## src/kwsm_pkg.sv

```systemverilog
// Shared types, codes and default sizes for the k-way sorted merge unit.
package kwsm_pkg;

    localparam int LANES_DEF       = 8;
    localparam int LANE_DEPTH_DEF  = 16;
    localparam int VALUE_WIDTH_DEF = 32;

    localparam int LANE_FIELD_W  = 3;
    localparam int VALUE_FIELD_W = 32;
    localparam int QUEUE_DEPTH   = 2;

    localparam logic REQ_APPEND = 1'b0;
    localparam logic REQ_TAKE   = 1'b1;

    typedef enum logic [1:0] {
        STAT_TAKEN    = 2'd0,
        STAT_APPENDED = 2'd1,
        STAT_FULL     = 2'd2,
        STAT_EMPTY    = 2'd3
    } status_t;

    typedef enum logic [1:0] {
        OP_APPEND,
        OP_DROP,
        OP_TAKE
    } op_kind_t;

    typedef enum logic [1:0] {
        BK_IDLE,
        BK_SCAN,
        BK_DRAIN,
        BK_EXEC
    } back_state_t;

    typedef struct packed {
        logic                            req_type;
        logic [LANE_FIELD_W-1:0]         lane;
        logic signed [VALUE_FIELD_W-1:0] value;
    } in_word_t;

    typedef struct packed {
        logic signed [VALUE_FIELD_W-1:0] out_value;
        logic [LANE_FIELD_W-1:0]         out_lane;
        status_t                         status;
    } out_word_t;

    typedef struct packed {
        op_kind_t                 kind;
        logic [LANE_FIELD_W-1:0]  lane;
        logic [VALUE_FIELD_W-1:0] value;
    } op_t;

    typedef struct packed {
        logic valid;
        op_t  op;
    } queue_head_t;

endpackage

```

## src/k_way_sorted_merge_unit.sv

```systemverilog
// Top level of the k-way sorted merge unit: front end, request queue and back end.
//
// Usage: the request channel (req_valid, req_ready, req) carries one word per
// operation. A word with req_type append stores value at the tail of the named
// lane; a word with req_type take removes the smallest head value over all
// lanes, lowest lane first on ties. Every request word yields exactly one word
// on the response channel (rsp_valid, rsp_ready, rsp) in request order.
// The front end holds up to two requests in a queue ahead of the back end.
// An append passes through the exec state of the back end into the response
// register. A take scans the lane heads one lane per cycle through the lane
// RAM read port in the scan state, then passes the drain state and the exec
// state before its response is registered.
// After reset every lane is empty and the queue is empty; req_ready is high.
// Lane storage needs no clearing pass. When the receiver holds rsp_ready low,
// the response register keeps its word, the back end waits with the next
// result, and req_ready falls once the queue is full.
module k_way_sorted_merge_unit #(
    parameter int LANES       = kwsm_pkg::LANES_DEF,
    parameter int LANE_DEPTH  = kwsm_pkg::LANE_DEPTH_DEF,
    parameter int VALUE_WIDTH = kwsm_pkg::VALUE_WIDTH_DEF
) (
    input  logic                clk,
    input  logic                rst_n,
    input  logic                req_valid,
    output logic                req_ready,
    input  kwsm_pkg::in_word_t  req,
    output logic                rsp_valid,
    input  logic                rsp_ready,
    output kwsm_pkg::out_word_t rsp
);

    import kwsm_pkg::*;

    queue_head_t head;
    logic        pop;

    kwsm_front #(
        .LANES (LANES)
    ) u_front (
        .clk       (clk),
        .rst_n     (rst_n),
        .req_valid (req_valid),
        .req_ready (req_ready),
        .req       (req),
        .head      (head),
        .pop       (pop)
    );

    kwsm_back #(
        .LANES       (LANES),
        .LANE_DEPTH  (LANE_DEPTH),
        .VALUE_WIDTH (VALUE_WIDTH)
    ) u_back (
        .clk       (clk),
        .rst_n     (rst_n),
        .head      (head),
        .pop       (pop),
        .rsp_valid (rsp_valid),
        .rsp_ready (rsp_ready),
        .rsp       (rsp)
    );

endmodule

```

## src/kwsm_ram.sv

```systemverilog
// Generic single-write, single-read RAM with registered read data.
module kwsm_ram #(
    parameter int WIDTH = 32,
    parameter int DEPTH = 128
) (
    input  logic                     clk,
    input  logic                     we,
    input  logic [$clog2(DEPTH)-1:0] waddr,
    input  logic [WIDTH-1:0]         wdata,
    input  logic [$clog2(DEPTH)-1:0] raddr,
    output logic [WIDTH-1:0]         rdata
);

    logic [WIDTH-1:0] mem_reg [DEPTH];
    logic [WIDTH-1:0] rdata_reg;

    always_ff @(posedge clk)
    begin
        if (we)
        begin
            mem_reg[waddr] <= wdata;
        end
        rdata_reg <= mem_reg[raddr];
    end

    assign rdata = rdata_reg;

endmodule

```

## src/kwsm_front.sv

```systemverilog
// Front end: accepts request words, classifies them and queues them for the back end.
module kwsm_front #(
    parameter int LANES = kwsm_pkg::LANES_DEF
) (
    input  logic                  clk,
    input  logic                  rst_n,
    input  logic                  req_valid,
    output logic                  req_ready,
    input  kwsm_pkg::in_word_t    req,
    output kwsm_pkg::queue_head_t head,
    input  logic                  pop
);

    import kwsm_pkg::*;

    localparam int QP_W = (QUEUE_DEPTH > 1) ? $clog2(QUEUE_DEPTH) : 1;
    localparam int QC_W = $clog2(QUEUE_DEPTH + 1);

    op_t             slot_reg [QUEUE_DEPTH];
    logic [QP_W-1:0] wr_ptr_reg;
    logic [QP_W-1:0] wr_ptr_next;
    logic [QP_W-1:0] rd_ptr_reg;
    logic [QP_W-1:0] rd_ptr_next;
    logic [QC_W-1:0] fill_reg;
    logic [QC_W-1:0] fill_next;
    op_t             op_in;
    logic            push;

    always_comb
    begin
        op_in.lane  = req.lane;
        op_in.value = req.value;
        priority if (req.req_type == REQ_TAKE)
        begin
            op_in.kind = OP_TAKE;
        end
        else if (int'(req.lane) >= LANES)
        begin
            op_in.kind = OP_DROP;
        end
        else
        begin
            op_in.kind = OP_APPEND;
        end
    end

    assign req_ready = (fill_reg != QC_W'(QUEUE_DEPTH));
    assign push      = req_valid && req_ready;

    assign head.valid = (fill_reg != '0);
    assign head.op    = slot_reg[rd_ptr_reg];

    always_comb
    begin
        wr_ptr_next = wr_ptr_reg;
        rd_ptr_next = rd_ptr_reg;
        fill_next   = fill_reg;
        if (push)
        begin
            wr_ptr_next = (wr_ptr_reg == QP_W'(QUEUE_DEPTH - 1)) ? '0 : wr_ptr_reg + 1'b1;
        end
        if (pop)
        begin
            rd_ptr_next = (rd_ptr_reg == QP_W'(QUEUE_DEPTH - 1)) ? '0 : rd_ptr_reg + 1'b1;
        end
        if (push && !pop)
        begin
            fill_next = fill_reg + 1'b1;
        end
        else if (pop && !push)
        begin
            fill_next = fill_reg - 1'b1;
        end
    end

    always_ff @(posedge clk or negedge rst_n)
    begin
        if (!rst_n)
        begin
            wr_ptr_reg <= '0;
            rd_ptr_reg <= '0;
            fill_reg   <= '0;
        end
        else
        begin
            wr_ptr_reg <= wr_ptr_next;
            rd_ptr_reg <= rd_ptr_next;
            fill_reg   <= fill_next;
        end
    end

    always_ff @(posedge clk)
    begin
        if (push)
        begin
            slot_reg[wr_ptr_reg] <= op_in;
        end
    end

    assert property (@(posedge clk) disable iff (!rst_n)
        fill_reg <= QC_W'(QUEUE_DEPTH))
        else $error("Request queue fill exceeds its depth.");

    assert property (@(posedge clk) disable iff (!rst_n)
        pop |-> head.valid)
        else $error("Request queue popped while empty.");

    assert property (@(posedge clk) disable iff (!rst_n)
        (push && !pop) |=> (fill_reg == $past(fill_reg) + 1'b1))
        else $error("Request queue fill did not grow on a push.");

endmodule

```

## src/kwsm_back.sv

```systemverilog
// Back end: lane pointers, lane storage, min-select scan and the result register.
module kwsm_back #(
    parameter int LANES       = kwsm_pkg::LANES_DEF,
    parameter int LANE_DEPTH  = kwsm_pkg::LANE_DEPTH_DEF,
    parameter int VALUE_WIDTH = kwsm_pkg::VALUE_WIDTH_DEF
) (
    input  logic                  clk,
    input  logic                  rst_n,
    input  kwsm_pkg::queue_head_t head,
    output logic                  pop,
    output logic                  rsp_valid,
    input  logic                  rsp_ready,
    output kwsm_pkg::out_word_t   rsp
);

    import kwsm_pkg::*;

    localparam int LANE_W = (LANES > 1) ? $clog2(LANES) : 1;
    localparam int SLOT_W = (LANE_DEPTH > 1) ? $clog2(LANE_DEPTH) : 1;
    localparam int CNT_W  = $clog2(LANE_DEPTH + 1);
    localparam int SW     = (VALUE_WIDTH < VALUE_FIELD_W) ? VALUE_WIDTH : VALUE_FIELD_W;
    localparam int ADDR_W = LANE_W + SLOT_W;
    localparam int RAM_DEPTH = LANES * (2 ** SLOT_W);

    back_state_t       state_reg;
    back_state_t       state_next;
    logic [LANE_W-1:0] idx_reg;
    logic [LANE_W-1:0] idx_next;
    op_t               cur_reg;
    op_t               cur_next;
    logic              found_reg;
    logic              found_next;
    logic [SW-1:0]     best_val_reg;
    logic [SW-1:0]     best_val_next;
    logic [LANE_W-1:0] best_lane_reg;
    logic [LANE_W-1:0] best_lane_next;
    logic              pipe_valid_reg;
    logic              pipe_valid_next;
    logic [LANE_W-1:0] pipe_lane_reg;
    logic [LANE_W-1:0] pipe_lane_next;
    logic              out_valid_reg;
    logic              out_valid_next;
    out_word_t         out_reg;
    out_word_t         out_next;

    logic [SLOT_W-1:0] wp_reg  [LANES];
    logic [SLOT_W-1:0] rp_reg  [LANES];
    logic [CNT_W-1:0]  cnt_reg [LANES];

    logic              do_push;
    logic              do_pop;
    logic              produce;
    logic              out_free;
    logic              take_this;
    logic [SW-1:0]     rdata;
    logic [SLOT_W-1:0] cur_wp;
    logic [SLOT_W-1:0] cur_rp;
    logic [CNT_W-1:0]  cur_cnt;

    assign cur_wp  = wp_reg[idx_reg];
    assign cur_rp  = rp_reg[idx_reg];
    assign cur_cnt = cnt_reg[idx_reg];

    kwsm_ram #(
        .WIDTH (SW),
        .DEPTH (RAM_DEPTH)
    ) u_lane_ram (
        .clk   (clk),
        .we    (do_push),
        .waddr (ADDR_W'({idx_reg, cur_wp})),
        .wdata (SW'(cur_reg.value)),
        .raddr (ADDR_W'({idx_reg, cur_rp})),
        .rdata (rdata)
    );

    assign out_free  = !out_valid_reg || rsp_ready;
    assign take_this = pipe_valid_reg &&
                       (!found_reg || ($signed(rdata) < $signed(best_val_reg)));

    always_comb
    begin
        state_next      = state_reg;
        idx_next        = idx_reg;
        cur_next        = cur_reg;
        found_next      = found_reg;
        best_val_next   = best_val_reg;
        best_lane_next  = best_lane_reg;
        pipe_valid_next = 1'b0;
        pipe_lane_next  = pipe_lane_reg;
        out_next        = out_reg;
        pop             = 1'b0;
        do_push         = 1'b0;
        do_pop          = 1'b0;
        produce         = 1'b0;

        unique case (state_reg)
            BK_IDLE:
            begin
                if (head.valid)
                begin
                    pop      = 1'b1;
                    cur_next = head.op;
                    if (head.op.kind == OP_TAKE)
                    begin
                        idx_next       = '0;
                        found_next     = 1'b0;
                        best_lane_next = '0;
                        state_next     = BK_SCAN;
                    end
                    else
                    begin
                        idx_next   = LANE_W'(head.op.lane);
                        state_next = BK_EXEC;
                    end
                end
            end
            BK_SCAN:
            begin
                if (take_this)
                begin
                    found_next     = 1'b1;
                    best_val_next  = rdata;
                    best_lane_next = pipe_lane_reg;
                end
                pipe_valid_next = (cur_cnt != '0);
                pipe_lane_next  = idx_reg;
                if (idx_reg == LANE_W'(LANES - 1))
                begin
                    state_next = BK_DRAIN;
                end
                else
                begin
                    idx_next = idx_reg + 1'b1;
                end
            end
            BK_DRAIN:
            begin
                if (take_this)
                begin
                    found_next     = 1'b1;
                    best_val_next  = rdata;
                    best_lane_next = pipe_lane_reg;
                    idx_next       = pipe_lane_reg;
                end
                else
                begin
                    idx_next = best_lane_reg;
                end
                state_next = BK_EXEC;
            end
            BK_EXEC:
            begin
                if (out_free)
                begin
                    produce            = 1'b1;
                    out_next.out_value = '0;
                    out_next.out_lane  = '0;
                    state_next         = BK_IDLE;
                    unique case (cur_reg.kind)
                        OP_APPEND:
                        begin
                            if (cur_cnt == CNT_W'(LANE_DEPTH))
                            begin
                                out_next.status = STAT_FULL;
                            end
                            else
                            begin
                                do_push         = 1'b1;
                                out_next.status = STAT_APPENDED;
                            end
                        end
                        OP_TAKE:
                        begin
                            if (found_reg)
                            begin
                                do_pop             = 1'b1;
                                out_next.status    = STAT_TAKEN;
                                out_next.out_value = VALUE_FIELD_W'($signed(best_val_reg));
                                out_next.out_lane  = LANE_FIELD_W'(idx_reg);
                            end
                            else
                            begin
                                out_next.status = STAT_EMPTY;
                            end
                        end
                        default:
                        begin
                            out_next.status = STAT_FULL;
                        end
                    endcase
                end
            end
            default:
            begin
                state_next = BK_IDLE;
            end
        endcase

        out_valid_next = (out_valid_reg && !rsp_ready) || produce;
    end

    always_ff @(posedge clk or negedge rst_n)
    begin
        if (!rst_n)
        begin
            state_reg      <= BK_IDLE;
            idx_reg        <= '0;
            found_reg      <= 1'b0;
            pipe_valid_reg <= 1'b0;
            out_valid_reg  <= 1'b0;
            for (int i = 0; i < LANES; i++)
            begin
                wp_reg[i]  <= '0;
                rp_reg[i]  <= '0;
                cnt_reg[i] <= '0;
            end
        end
        else
        begin
            state_reg      <= state_next;
            idx_reg        <= idx_next;
            found_reg      <= found_next;
            pipe_valid_reg <= pipe_valid_next;
            out_valid_reg  <= out_valid_next;
            if (do_push)
            begin
                wp_reg[idx_reg]  <= (cur_wp == SLOT_W'(LANE_DEPTH - 1)) ? '0 : cur_wp + 1'b1;
                cnt_reg[idx_reg] <= cur_cnt + 1'b1;
            end
            if (do_pop)
            begin
                rp_reg[idx_reg]  <= (cur_rp == SLOT_W'(LANE_DEPTH - 1)) ? '0 : cur_rp + 1'b1;
                cnt_reg[idx_reg] <= cur_cnt - 1'b1;
            end
        end
    end

    always_ff @(posedge clk)
    begin
        cur_reg        <= cur_next;
        best_val_reg   <= best_val_next;
        best_lane_reg  <= best_lane_next;
        pipe_lane_reg  <= pipe_lane_next;
        out_reg        <= out_next;
    end

    assign rsp_valid = out_valid_reg;
    assign rsp       = out_reg;

    assert property (@(posedge clk) disable iff (!rst_n)
        cur_cnt <= CNT_W'(LANE_DEPTH))
        else $error("Lane occupancy exceeds the lane depth.");

    assert property (@(posedge clk) disable iff (!rst_n)
        !(do_push && do_pop))
        else $error("Append and take committed in the same cycle.");

    assert property (@(posedge clk) disable iff (!rst_n)
        do_pop |-> (cur_cnt != '0))
        else $error("Take popped an empty lane.");

    assert property (@(posedge clk) disable iff (!rst_n)
        produce |-> (!out_valid_reg || rsp_ready))
        else $error("Result overwrote a word that was not yet taken.");

    assert property (@(posedge clk) disable iff (!rst_n)
        (state_reg == BK_SCAN && idx_reg != LANE_W'(LANES - 1))
            |=> (idx_reg == $past(idx_reg) + 1'b1))
        else $error("Lane scan skipped a lane.");

endmodule
```

## config.mk

```make
export PLATFORM = sky130hd
export DESIGN_NAME = k_way_sorted_merge_unit
export DESIGN_NICKNAME = d
export VERILOG_FILES = /design/src/kwsm_pkg.sv /design/src/k_way_sorted_merge_unit.sv /design/src/kwsm_ram.sv /design/src/kwsm_front.sv /design/src/kwsm_back.sv
export SDC_FILE = /design/constraint.sdc
export NUM_CORES = 2
export LEC_CHECK = 0
export BUFFER_PORTS_ARGS = -buffer_cell sky130_fd_sc_hd__buf_4
export CORE_ASPECT_RATIO = 1.5
export CORE_UTILIZATION = 55
export DETAILED_ROUTE_END_ITERATION = 12
export GPL_ROUTABILITY_DRIVEN = 0
export GPL_TIMING_DRIVEN = 0
export PLACE_DENSITY_LB_ADDON = 0.05
export SLEW_MARGIN = 20
export SYNTH_ARGS = -nofsm -noshare
export SYNTH_HDL_FRONTEND = slang
export SYNTH_HIERARCHICAL = 1
export SYNTH_MEMORY_MAX_BITS = 65536
export SYNTH_SLANG_ARGS = --single-unit
```

## constraint.sdc

```tcl
create_clock -name clk -period 11 [get_ports clk]
set_input_delay 1.1 -clock clk [delete_from_list [all_inputs] [get_ports clk]]
set_output_delay 1.1 -clock clk [all_outputs]
set_load 0.01 [all_outputs]
```

==> qor.csv <==
metric;value;unit
status;complete, no violations;
PortBufs;78;
final period utilization;72.2;%
Detailed Place HPWL;320000;um
met3 GRT Util;4.70;%
Critical Path RT;11620;ps
TNS Setup;0;ps
most common flop cell mapped by yosys;edfxtp_1;
EDFF count, synth;4277;
Die Y;682;um
clock share of power;30.9;%
Root Driver;clkbuf_16;
fin worst setup slack;3050;ps
Post-CTS Hold Fix Bufs;0;
Reg power frac;45.6;%
hold crit path type;primary input to async pin;
CTS tree;done;
max_slew headroom;19.1;%
Ports;79;
met2 Track Usage GR;50.3;%
post-synthesis register bit count;4425;
Die X;456;um
FF-to-FF End;u_back/u_lane_ram/mem_reg[22][19];
CTS sink cnt;4425;
first-pass GRT wire length;622000;um
Area growth syn-to-layout;15.9;%
largest family of logic cells by synthesized area;multiplexers;
Reg2Reg Setup Slack;3050;ps
vias in the first global route;82386;
Synth Area in Adders;0.317;%
net switching power;13.1;mW
Routed WL;446000;um
Crit Reg-Reg Startpoint;u_back/idx_reg[2];
Async SR Flop Fraction;2.62;%
Synth Area in Simple Gates;1.38;%
area of the multi-input gates;36800;sq um
kind of cell adding the most delay to the critical path;simple AND/OR/NAND/NOR gates;
YS warnings;6;
power density cells;232;nW/um^2
WS Path Type;flip-flop to flip-flop;
GR Util All Layers;29.0;%
Antenna Nets Post-Route;0;
Lkg Pwr;60.7;nW
critical path peak fanout;17;
nets@finish;8007;
detailed-route DRC error count;0;
Global Route met1 Usage;36.7;%
clock skew;41.6;ps
Worst setup EP type;flip-flop;
vias;79884;
Pre-antenna DRT Iters;9;
number of vias per cell;6.49;
worst slew pin tran;1210;ps
Max-Cap Viols;0;
initial antenna violation count;53;
library cells used by synthesis;71;
crit path time final;7950;ps
Avg Inst Size Synth;24.1;sq um
CP startpoint kind;flip-flop;
Clock Pin Slew Worst Setup and Hold Paths;60;ps
busiest grt layer;met2;
Final Hold Violating Endpoints;0;
Net Sw Frac;28.6;%
Initial Util;55.3;%
Synth Cell Area;170000;sq um
critical path, cell by cell;buf_2 > buf_2 > nor3_1 > a22oi_1 > and4_1 > ha_1 > and4_1 > buf_4 > a21oi_2 > buf_6 > clkbuf_1 > nor2b_1 > nand3_1 > clkbuf_2 > nor2_4 > buf_16;
Max Root-Sink Buffers;4;
die area;311000;sq um
CP bufs+invs;7;
Post-Synth XOR/XNOR Area;0.0781;%
post-synthesis instance total;7051;
Placement Setup Slack;3290;ps
post-CTS sizing;0;
Worst Path Arrival;8570;ps
grt total ovfl;0;
fmax;126;MHz
final count of pins violating max slew;0;
CTS H-tree depth;5;
Num CTS Buffers;409;
layout cells sized above 1;33.8;%
max reg flops;4096;
Post-CTS Setup Bufs;0;
worst vdd ir;0.000185;V
Comb pwr share;23.5;%
Final setup viols;0;
syn nets;7134;
multiplexer share of the synthesized area;18.6;%
Seq/Total Area, Yosys;77.8;%
core area;307000;sq um
row count;249;
DR iter-0 viols;9569;
largest net degree at the start of global routing;87;
FF/Latch Area;132000;sq um
RSZ-0062 raised after global routing;false;
compound-gate portion of the synthesized area;0.764;%
Pint;32.6;mW
Slowest-stage cell, CP;dfrtp_1;
Worst-Skew Late Latency;940;ps
R2R cell count;16;
Worst path max stage delay;780;ps
fillers;20001;
routed len/inst;36.2;um
power by group through the flow:
stage | Combinational, mW | Sequential (mW) | Clock, mW
floorplan | 5.19 | 21.8 | 0
global placement | 8.16 | 22.9 | 0
detailed placement | 10.7 | 21.1 | 0
CTS | 10.7 | 20.8 | 14.3
global route | 11.2 | 20.8 | 14.9
finish | 10.7 | 20.8 | 14.1
stage by stage:
stage	power, mW	hold WS, ps	std cells	utilization [%]	instance area, sq um
3_3_place_gp	31.0	419	11145	57.1	175000
3_5_place_dp	31.8	424	11528	59.8	183000
2_1_floorplan	27.0	400	7051	-	170000
4_1_cts	45.8	3.83	12270	64.1	197000
6_report	45.6	66.0	12311	64.1	197000
5_1_grt	46.9	45.1	12287	64.1	197000
cell usage after synthesis (all sizes together), types with 9 or more instances:
cell	instances	share of area, %
a211oi	9	0.040
a21oi	41	0.13
a22o	13	0.067
a22oi	31	0.14
a31oi	10	0.041
and2	14	0.053
buf	168	0.53
clkbuf	211	0.47
dfrtp	116	1.7
dfxtp	32	0.38
edfxtp	4277	76
ha	43	0.32
inv	45	0.10
mux2	88	0.65
mux2i	11	0.072
mux4	1347	18
nand2	179	0.40
nand3	42	0.12
nand4	11	0.041
nor2	151	0.33
nor2b	16	0.059
nor3	47	0.15
o21ai	30	0.091
xor2	9	0.058
how the worst max path moves through the flow:
| stage | from | to | slack (ps) | cells past startpoint |
|---|---|---|---|---|
| 2_1_floorplan | u_back/idx_reg[0] | u_back/u_lane_ram/mem_reg[98][0] | 5030 | 14 |
| 3_3_place_gp | u_back/idx_reg[0] | u_back/u_lane_ram/mem_reg[98][18] | 180 | 12 |
| 3_5_place_dp | u_back/idx_reg[2] | u_back/u_lane_ram/rdata[17] | 3290 | 15 |
| 4_1_cts | u_back/idx_reg[2] | u_back/u_lane_ram/rdata[17] | 3270 | 15 |
| 5_1_grt | u_back/idx_reg[2] | u_back/u_lane_ram/mem_reg[22][17] | 3090 | 16 |
| 6_report | u_back/idx_reg[2] | u_back/u_lane_ram/mem_reg[22][19] | 3050 | 16 |
worst register-to-register path: stages (launching register included):
cell	delay, ps
dfrtp_1	780
buf_2	400
buf_2	240
nor3_1	760
a22oi_1	240
and4_1	380
ha_1	320
and4_1	180
buf_4	170
a21oi_2	380
buf_6	220
clkbuf_1	680
nor2b_1	390
nand3_1	620
clkbuf_2	770
nor2_4	820
buf_16	270
placed cells by master, fill, tap and decap left out, types with 78 or more instances in the layout:
cell and count:
edfxtp_1 4277, mux4_2 1346, clkbuf_16 421, clkbuf_1 262, nand2_1 179, buf_8 146
buf_4 120, nor2_4 120, dfrtp_1 115, buf_12 110, buf_2 107, buf_16 89
clkinv_1 78
final cells by class:
| cell class | instances | area share (%) |
|---|---|---|
| sequential | 4425 | 67.1 |
| multi-input combinational | 2201 | 18.7 |
| clock buffer | 511 | 5.56 |
| timing repair buffer | 462 | 3.92 |
| tap | 4016 | 2.55 |
| clock inverter | 231 | 1.10 |
| buffer | 379 | 0.896 |
| inverter | 46 | 0.0878 |
| antenna | 40 | 0.0509 |
kinds of logic after synthesis:
group | count (synthesis)
AOI/OAI and AO/OA | 186
xor gates and xnor gates | 13
adders and majority gates | 43
buffers and inverters | 425
DFF | 4425
muxes | 1446
other | 1
and+or+nand+nor | 512
per-layer routing:
| metal | vias up | share of wire (%) |
|---|---|---|
| li1 | 32120 | - |
| met2 | 3397 | 52 |
| met1 | 43702 | 36 |
| met4 | 10 | 4.4 |
| met5 | - | 0.013 |
| met3 | 655 | 7.8 |
Power figures use the tool's default switching activity.
